==> config.mk <==
export PLATFORM = sky130hd
export DESIGN_NAME = sweep_cycle_phase_tracker_flat
export DESIGN_NICKNAME = d
export VERILOG_FILES = /design/src/rtl/sctrk_pkg.sv /design/src/rtl/sctrk_channels.sv /design/src/rtl/sctrk_update.sv /design/src/rtl/sweep_cycle_phase_tracker.sv /design/src/flat_wrapper.sv
export SDC_FILE = /design/constraint.sdc
export NUM_CORES = 1
export LEC_CHECK = 0
export BUFFER_PORTS_ARGS = -buffer_cell sky130_fd_sc_hd__buf_2
export CORE_MARGIN = 1.5
export CORE_UTILIZATION = 38
export CTS_CLUSTER_DIAMETER = 40
export DETAILED_ROUTE_END_ITERATION = 8
export GPL_ROUTABILITY_DRIVEN = 1
export HOLD_SLACK_MARGIN = 0.15
export SKIP_LAST_GASP = 1
export SYNTH_ARGS = -nofsm -noshare
export SYNTH_HDL_FRONTEND = slang
export SYNTH_HIERARCHICAL = 1
export SYNTH_SLANG_ARGS = --single-unit
==> constraint.sdc <==
create_clock -name clock -period 7.46 [get_ports clock]
set_input_delay 1.119 -clock clock [delete_from_list [all_inputs] [get_ports clock]]
set_output_delay 1.119 -clock clock [all_outputs]
set_load 0.005 [all_outputs]
==> src/rtl/sctrk_pkg.sv <==
package sctrk_pkg;

   // confidence levels of the phase fix
   localparam logic [4:0] FIX_NONE      = 5'd0;
   localparam logic [4:0] FIX_CANDIDATE = 5'd1;
   localparam logic [4:0] FIX_ACQUIRED  = 5'd4;
   localparam logic [4:0] FIX_FINAL     = 5'd16;

   // cycle index that the first cycle after reset follows
   localparam logic [31:0] LAST_CYCLE_RESET = 32'hFFFF_FFFF;

   // one sweep cycle with both sync pulse lengths
   typedef struct packed {
      logic [31:0] cycle_index;
      logic [15:0] pulse_len_first;
      logic [15:0] pulse_len_second;
   } item_type;

   // one result of the tracker
   typedef struct packed {
      logic [1:0] phase;
      logic       phase_valid;
      logic [4:0] confidence;
   } result_type;

   // tracker state carried from cycle to cycle
   typedef struct packed {
      logic [31:0] last_full_cycle;
      logic [1:0]  compare_history;
      logic [4:0]  fix_level;
      logic [1:0]  phase_offset;
   } track_state_type;

   // 2-bit compare history to measured phase
   function automatic logic [1:0] history_to_phase(input logic [1:0] history);
      logic [1:0] phase;
      case (history)
         2'd0:    phase = 2'd1;
         2'd1:    phase = 2'd2;
         2'd2:    phase = 2'd0;
         default: phase = 2'd3;
      endcase
      return phase;
   endfunction

endpackage

==> src/rtl/sctrk_channels.sv <==
// input channel: one sweep cycle per transfer
interface sctrk_req_if;
   logic        valid;
   logic        ready;
   logic [31:0] cycle_index;
   logic [15:0] pulse_len_first;
   logic [15:0] pulse_len_second;

   modport source (
      output valid, cycle_index, pulse_len_first, pulse_len_second,
      input  ready
   );
   modport sink (
      input  valid, cycle_index, pulse_len_first, pulse_len_second,
      output ready
   );
endinterface

// result channel: one phase report per transfer
interface sctrk_rsp_if;
   logic       valid;
   logic       ready;
   logic [1:0] phase;
   logic       phase_valid;
   logic [4:0] confidence;

   modport source (
      output valid, phase, phase_valid, confidence,
      input  ready
   );
   modport sink (
      input  valid, phase, phase_valid, confidence,
      output ready
   );
endinterface

==> src/rtl/sctrk_update.sv <==
module sctrk_update
   import sctrk_pkg::*;
(
   input  item_type        item,
   input  track_state_type state_cur,
   output track_state_type state_next,
   output result_type      result
);

   logic       both_present;
   logic       first_longer;
   logic       consecutive;
   logic [1:0] history_shifted;
   logic [1:0] measured;
   logic       have_phase;
   logic [1:0] expected;

   // pulse comparison and cycle continuity
   always_comb begin
      both_present    = (item.pulse_len_first != 16'd0) && (item.pulse_len_second != 16'd0);
      first_longer    = item.pulse_len_first > item.pulse_len_second;
      consecutive     = item.cycle_index == (state_cur.last_full_cycle + 32'd1);
      history_shifted = {state_cur.compare_history[0], first_longer};
      measured        = history_to_phase(history_shifted);
      have_phase      = both_present && consecutive;
      expected        = item.cycle_index[1:0] + state_cur.phase_offset;
   end

   // history and confidence update
   always_comb begin
      state_next = state_cur;
      if (both_present) begin
         state_next.last_full_cycle = item.cycle_index;
         state_next.compare_history = consecutive ? history_shifted : {1'b0, first_longer};
      end
      if (have_phase && (state_cur.fix_level < FIX_FINAL)) begin
         if (state_cur.fix_level == FIX_NONE) begin
            state_next.fix_level    = FIX_CANDIDATE;
            state_next.phase_offset = measured - item.cycle_index[1:0];
         end else if (measured == expected) begin
            state_next.fix_level = state_cur.fix_level + 5'd1;
         end else begin
            state_next.fix_level = state_cur.fix_level - 5'd1;
         end
      end
   end

   // report phase once acquired
   always_comb begin
      result.confidence  = state_next.fix_level;
      result.phase_valid = state_next.fix_level >= FIX_ACQUIRED;
      result.phase       = result.phase_valid ?
                           (item.cycle_index[1:0] + state_next.phase_offset) : 2'd0;
   end

endmodule

==> src/rtl/sweep_cycle_phase_tracker.sv <==
// Sweep cycle phase tracker: takes one sweep cycle per transfer and returns one phase
// report per transfer, in order. An accepted cycle is held in an input register until the
// result register is free or its report is taken; then the tracker state is updated and
// the report is written to it. One cycle is accepted every clock; the result
// register stalls the input side only while its report has not been taken. Both pulse
// lengths must be nonzero for a cycle to count; phase_valid rises once the confidence
// reaches 4, and confidence freezes at 16. Synchronous reset clears the tracker.
module sweep_cycle_phase_tracker
   import sctrk_pkg::*;
(
   input  logic         clock,
   input  logic         reset,
   sctrk_req_if.sink    req,
   sctrk_rsp_if.source  rsp
);

   logic            in_valid_ff;
   logic            in_valid_in;
   item_type        in_item_ff;
   logic            rsp_valid_ff;
   logic            rsp_valid_in;
   result_type      rsp_result_ff;
   track_state_type state_ff;
   track_state_type state_in;
   result_type      result_next;
   logic            advance;
   logic            req_fire;

   // handshake and stage advance
   assign advance   = in_valid_ff && (!rsp_valid_ff || rsp.ready);
   assign req.ready = !in_valid_ff || advance;
   assign req_fire  = req.valid && req.ready;

   always_comb begin
      in_valid_in = req_fire ? 1'b1 : (advance ? 1'b0 : in_valid_ff);
      if (advance) begin
         rsp_valid_in = 1'b1;
      end else if (rsp.ready) begin
         rsp_valid_in = 1'b0;
      end else begin
         rsp_valid_in = rsp_valid_ff;
      end
   end

   // tracker update
   sctrk_update u_update (
      .item       (in_item_ff),
      .state_cur  (state_ff),
      .state_next (state_in),
      .result     (result_next)
   );

   // control registers
   always_ff @(posedge clock) begin
      if (reset) begin
         in_valid_ff              <= 1'b0;
         rsp_valid_ff             <= 1'b0;
         state_ff.last_full_cycle <= LAST_CYCLE_RESET;
         state_ff.compare_history <= 2'd0;
         state_ff.fix_level       <= FIX_NONE;
         state_ff.phase_offset    <= 2'd0;
      end else begin
         in_valid_ff  <= in_valid_in;
         rsp_valid_ff <= rsp_valid_in;
         if (advance) begin
            state_ff <= state_in;
         end
      end
   end

   // payload registers
   always_ff @(posedge clock) begin
      if (req_fire) begin
         in_item_ff.cycle_index      <= req.cycle_index;
         in_item_ff.pulse_len_first  <= req.pulse_len_first;
         in_item_ff.pulse_len_second <= req.pulse_len_second;
      end
      if (advance) begin
         rsp_result_ff <= result_next;
      end
   end

   assign rsp.valid       = rsp_valid_ff;
   assign rsp.phase       = rsp_result_ff.phase;
   assign rsp.phase_valid = rsp_result_ff.phase_valid;
   assign rsp.confidence  = rsp_result_ff.confidence;

   // confidence never passes the final level
   a_fix_bounded: assert property (@(posedge clock) disable iff (reset)
      state_ff.fix_level <= FIX_FINAL)
      else $error("fix level above final");

   // final level is frozen
   a_fix_frozen: assert property (@(posedge clock) disable iff (reset)
      state_ff.fix_level == FIX_FINAL |=> state_ff.fix_level == FIX_FINAL)
      else $error("fix level left final");

   // confidence moves by at most one step per cycle
   a_fix_step: assert property (@(posedge clock) disable iff (reset)
      1'b1 |=> (state_ff.fix_level == $past(state_ff.fix_level)) ||
               (state_ff.fix_level == $past(state_ff.fix_level) + 5'd1) ||
               (state_ff.fix_level == $past(state_ff.fix_level) - 5'd1))
      else $error("fix level jumped");

   // reported flag follows reported confidence
   a_valid_flag: assert property (@(posedge clock) disable iff (reset)
      rsp_valid_ff |-> (rsp_result_ff.phase_valid == (rsp_result_ff.confidence >= FIX_ACQUIRED)))
      else $error("phase_valid disagrees with confidence");

   // no phase without a fix
   a_phase_zero: assert property (@(posedge clock) disable iff (reset)
      (rsp_valid_ff && !rsp_result_ff.phase_valid) |-> rsp_result_ff.phase == 2'd0)
      else $error("phase reported without fix");

endmodule

==> src/flat_wrapper.sv <==
// flat-port wrapper written by rule: the top's interface ports become plain ports
module sweep_cycle_phase_tracker_flat import sctrk_pkg::*;
  (clock, reset, req_valid, req_cycle_index, req_pulse_len_first, req_pulse_len_second, req_ready, rsp_valid, rsp_phase, rsp_phase_valid, rsp_confidence, rsp_ready);
  sctrk_req_if req_i ();
  sctrk_rsp_if rsp_i ();
  input  logic clock;
  input  logic reset;
  input wire logic [$bits(req_i.valid)-1:0] req_valid;
  input wire logic [$bits(req_i.cycle_index)-1:0] req_cycle_index;
  input wire logic [$bits(req_i.pulse_len_first)-1:0] req_pulse_len_first;
  input wire logic [$bits(req_i.pulse_len_second)-1:0] req_pulse_len_second;
  output wire logic [$bits(req_i.ready)-1:0] req_ready;
  output wire logic [$bits(rsp_i.valid)-1:0] rsp_valid;
  output wire logic [$bits(rsp_i.phase)-1:0] rsp_phase;
  output wire logic [$bits(rsp_i.phase_valid)-1:0] rsp_phase_valid;
  output wire logic [$bits(rsp_i.confidence)-1:0] rsp_confidence;
  input wire logic [$bits(rsp_i.ready)-1:0] rsp_ready;
  assign req_i.valid = req_valid;
  assign req_i.cycle_index = req_cycle_index;
  assign req_i.pulse_len_first = req_pulse_len_first;
  assign req_i.pulse_len_second = req_pulse_len_second;
  assign req_ready = req_i.ready;
  assign rsp_valid = rsp_i.valid;
  assign rsp_phase = rsp_i.phase;
  assign rsp_phase_valid = rsp_i.phase_valid;
  assign rsp_confidence = rsp_i.confidence;
  assign rsp_i.ready = rsp_ready;
  sweep_cycle_phase_tracker u_core (.clock(clock), .reset(reset), .req(req_i), .rsp(rsp_i));
endmodule
After elaboration in Yosys (flattened, before gate mapping)
Cells that the tools add are included.
- word-level logic and storage cells: 50
- RAM bits: 0
- memories: 0
- output and inout port bits: 10
- memory bits (read-only): 0
- register bits after elaboration: 114
- latch bits: 0
- input bits: 68
- divide/modulo/power cells: 0
- reduce and logical (&&, ||, !) cells: 16
- bitwise logic cells: 0
- multipliers: 0
- muxes and demuxes: 9
- equality and inequality tests: 4
- magnitude comparators: 3
- $add $sub $neg: 6
- shift-type cells: 0
- operators with widths (kind ; count):
    $add A32 B1 Y32 const B ; 1
    $eq A32 B32 Y1 ; 1
    $reduce_bool A16 Y1 ; 2
    $gt A16 B16 Y1 ; 1
    $mux W5 ; 2
    $mux W7 ; 1
    $pmux W2 S3 ; 1
    $add A5 B1 Y5 const B ; 1
    $ge A5 B3 Y1 const B ; 1
    $logic_and A1 B1 Y1 ; 5
    $logic_not A5 Y1 ; 1
    $lt A5 B5 Y1 const B ; 1
    $sub A5 B1 Y5 const B ; 1
    $add A2 B2 Y2 ; 2
    $mux W1 ; 4
    $reduce_bool A2 Y1 ; 2
    $eq A2 B1 Y1 const B ; 1
    $eq A2 B2 Y1 ; 1
    $eq A2 B2 Y1 const B ; 1
    $logic_not A1 Y1 ; 2
    $logic_not A2 Y1 ; 1
    $logic_or A1 B1 Y1 ; 2
    $mux W2 ; 1
    $reduce_and A2 Y1 ; 1
    $sub A2 B2 Y2 ; 1

Longest topological paths before layout
- depth in word-level cells: 8
- depth in mapped cells: 26
- mapped depth without buffers: 25

Modules after synthesis
Netlist, hierarchy kept.
- by module, submodules not included (module ; instances ; seq. area each (um^2) ; area each (um^2) ; cells an instance):
    sweep_cycle_phase_tracker ; 1 ; 3022.9 ; 3963.8 ; 260
    sctrk_update ; 1 ; 0.0 ; 2600.0 ; 343

Least setup slack after synthesis
OpenSTA, ideal clock, no wires.
- kind: input-to-reg
- from: in rsp_ready
- to: reg u_core/in_item_ff[0] in the netlist's numbering (enable)
- path buffers: 0
- path slack: 2.660 ns
- arrival time: 4.293 ns
- data required time: 6.953 ns
- library setup time: 0.507 ns
- stages on the path: 2
- path through: nor2b_4 a21oi_1
- word-level cells in the longest chain between the ends: 4
- RTL lines (what ; line ; RTL):
    start, declared ; flat_wrapper.sv:17 ; input wire logic [$bits(rsp_i.ready)-1:0] rsp_ready;
    $logic_or A1 B1 Y1 ; sweep_cycle_phase_tracker.sv:30 ; assign advance = in_valid_ff && (!rsp_valid_ff || rsp.ready);
    $logic_and A1 B1 Y1 ; sweep_cycle_phase_tracker.sv:30 ;
    $logic_or A1 B1 Y1 ; sweep_cycle_phase_tracker.sv:31 ; assign req.ready = !in_valid_ff || advance;
    $logic_and A1 B1 Y1 ; sweep_cycle_phase_tracker.sv:32 ; assign req_fire = req.valid && req.ready;
    end, declared ; sweep_cycle_phase_tracker.sv:19 ; item_type in_item_ff;
Every way passes these cells.
A chain may end at the register's enable or synchronous reset.

==> results.toml <==
[route]
ant_nets = 0
drc = 0
wire_per_inst_um = 15.4
drt_pass1_iterations = 4
dr.first_iter.drc_count = 308
avgViaCountPerCell = 5.21
num_vias = 4714
wirelength_um = 13900

[timing]
slew_headroom = 0.355
finalMaxSlewViolations = 0
skew_ps = 9.83
hold_ws_ps = 499
worst_slack_ps = 2810
period_share = 0.623
finalSetupTns_ps = 0
finalSetupViolCount = 0
hold_violations = 0
tightestPinTransition_ps = 954
rsz0062_at_grt = "no"
max_freq_ghz = 0.215
period_minus_slack_ps = 4650

[run_status]
run_status = "finished clean"

[placed_design]
dp.cells = 873
dpl_cell_area_mm2 = 0.00702
numPortBuffers = 77
post-place-ws_ps = 2930
place_congestion = 0.859
hpwlAfterDp_um = 9640

[clock_tree]
cts_sinks = 114
cts_resized = 0
cts_inserted_buffers = 17
clk_pin_slew_ps = 50
clock-root-buffer = "clkbuf_16"
holdBufCountCts = 0
post_cts_buffers = 0
cts_tree = "done"
clock_latency_ps = 420
htree_levels = 4
clockBufferDepth = 2

[layout]
design_area_mm2 = 0.00764
diodes = 0
final_util = 0.459
fill_cells = 1523
final_cells = 905
area_delta_synth_final_pct = 17.3
drive_above_1_share = 0.239
nets = 766

[global_route]
antenna_found_initial = 0
grt_usage = 0.163
grt_pass1_vias = 4916
gr-total-overflow = 0
grt_max_degree = 83
grt_pass1_wl_um = 22900

[worst_setup_path]
worst-r2r-setup-slack_ps = 2810
rr_endpoint = "u_core/rsp.phase_valid$_DFFE_PP_"
reg2reg_depth = 23
crit_start = "u_core/in_item_ff[1]$_DFFE_PP_"
crit_path_start_kind = "register"
r2r_start = "u_core/in_item_ff[1]$_DFFE_PP_"
path_class = "register to register"
cp.required_ps = 7620
crit_path_end_kind = "register"
crit_end = "u_core/rsp.phase_valid$_DFFE_PP_"
arrival_ps = 4810
crit_path_max_fanout = 5

[logic_synthesis]
synth.cell_area_mm2 = 0.00651
syn_inst = 598
yosysWarnings = 6
syn_nets = 692
avgSynthCellArea_um2 = 10.9

[job]
maxCapViolations = 0

[power]
power.total_mw = 1.84
combPwrFrac = 0.134
seqPwrFrac = 0.402
switching_share = 0.250
static-leakage-power_nw = 3.07
p_switching_uw = 460
p_int_mw = 1.38
ir_worst_vdd_uv = 161
power_density_mw_per_mm2 = 241
clock_power_share = 0.464

[die]
dieHeight_um = 134
io_pins = 78
initial_core_util = 0.391
rows = 47
dieArea_mm2 = 0.0179
core_mm2 = 0.0166
die_w_um = 134

[hold_path]
holdPathStages = 2
hp-start = "u_core/state_ff[0]$_SDFFE_PP0P_"
hold_class = "register to register"
==> routing by layer <==
layer  global-route usage  part of all wire  vias up
met5                    0                 0        -
met4               0.0707             0.020        0
met3               0.0461             0.046       20
met2                0.282              0.49      120
met1                0.190              0.44     2261
li1                     -                 -     2313
==> power groups by stage <==
stage | clock (mW) | sequential [mW] | combinational [mW]
global route | 0.898 | 0.746 | 0.271
CTS | 0.870 | 0.741 | 0.245
global placement | 0 | 0.752 | 0.234
floorplan | 0 | 0.744 | 0.186
finish | 0.853 | 0.740 | 0.246
detailed placement | 0 | 0.753 | 0.243
==> how the worst min path moves through the flow <==
stage,end,slack [ps]
6_report,u_core/state_ff[0]$_SDFFE_PP0P_,500
5_1_grt,u_core/state_ff[7]$_SDFFE_PP0P_,540
4_1_cts,u_core/state_ff[0]$_SDFFE_PP0P_,500
3_5_place_dp,u_core/state_ff[0]$_SDFFE_PP0P_,490
3_3_place_gp,u_core/state_ff[0]$_SDFFE_PP0P_,480
2_1_floorplan,u_core/state_ff[0]$_SDFFE_PP0P_,470
==> final cells by class <==
class                   instances  area, um2  area share
clock buffers                  20        437      0.0572
well taps                     220        275      0.0360
flip-flops and latches        114       3000       0.393
repair buffers                 81        415      0.0544
clock inverters                12        183      0.0239
inverters                      27        101      0.0133
multi-input cells             431       3220       0.422
==> critical path: stages (launching register included) <==
cell	delay, ps
edfxtp_1	370
inv_1	70
ha_1	230
nor2b_1	150
o21a_1	170
o21a_1	170
o21ai_0	150
nand2b_1	70
a21oi_1	150
o211ai_1	90
o311a_1	160
ha_1	190
nor2_1	230
xor2_1	290
xnor2_1	150
nand2_1	160
ha_1	330
a21o_1	190
a21oi_1	210
xor2_1	220
a21oi_1	90
nor2_1	120
mux2i_1	110
or2_2	280
==> flip-flops by register name, indices dropped and copies added (netlist names) <==
name and cells:
u_core/rsp.phase_valid 1, u_core/state_ff 40, u_core/rsp.phase 2, u_core/in_valid_ff 1, u_core/rsp.valid 1, u_core/in_item_ff 64, u_core/rsp.confidence 5
==> cells in the final DEF, fill, tap and decap left out, drive strengths merged, types with 2 or more instances in the layout <==
master,count
clkinv,5
nor2b,7
o21ai,7
nor2,86
a21o,6
or2,4
xor2,17
nand3,13
and3b,2
o211ai,5
nand2,23
ha,25
a21oi,14
nor3,6
nand4,17
nand3b,2
buf,81
and4,3
or3,2
o311a,2
mux2,39
nor4,16
clkbuf,20
or4,6
edfxtp,72
a2111oi,3
clkinvlp,2
inv,28
xnor2,28
o21a,4
nor4b,6
mux2i,44
bufinv,4
nand2b,24
o2111a,2
dfxtp,42
Power figures use the tool's default switching activity.
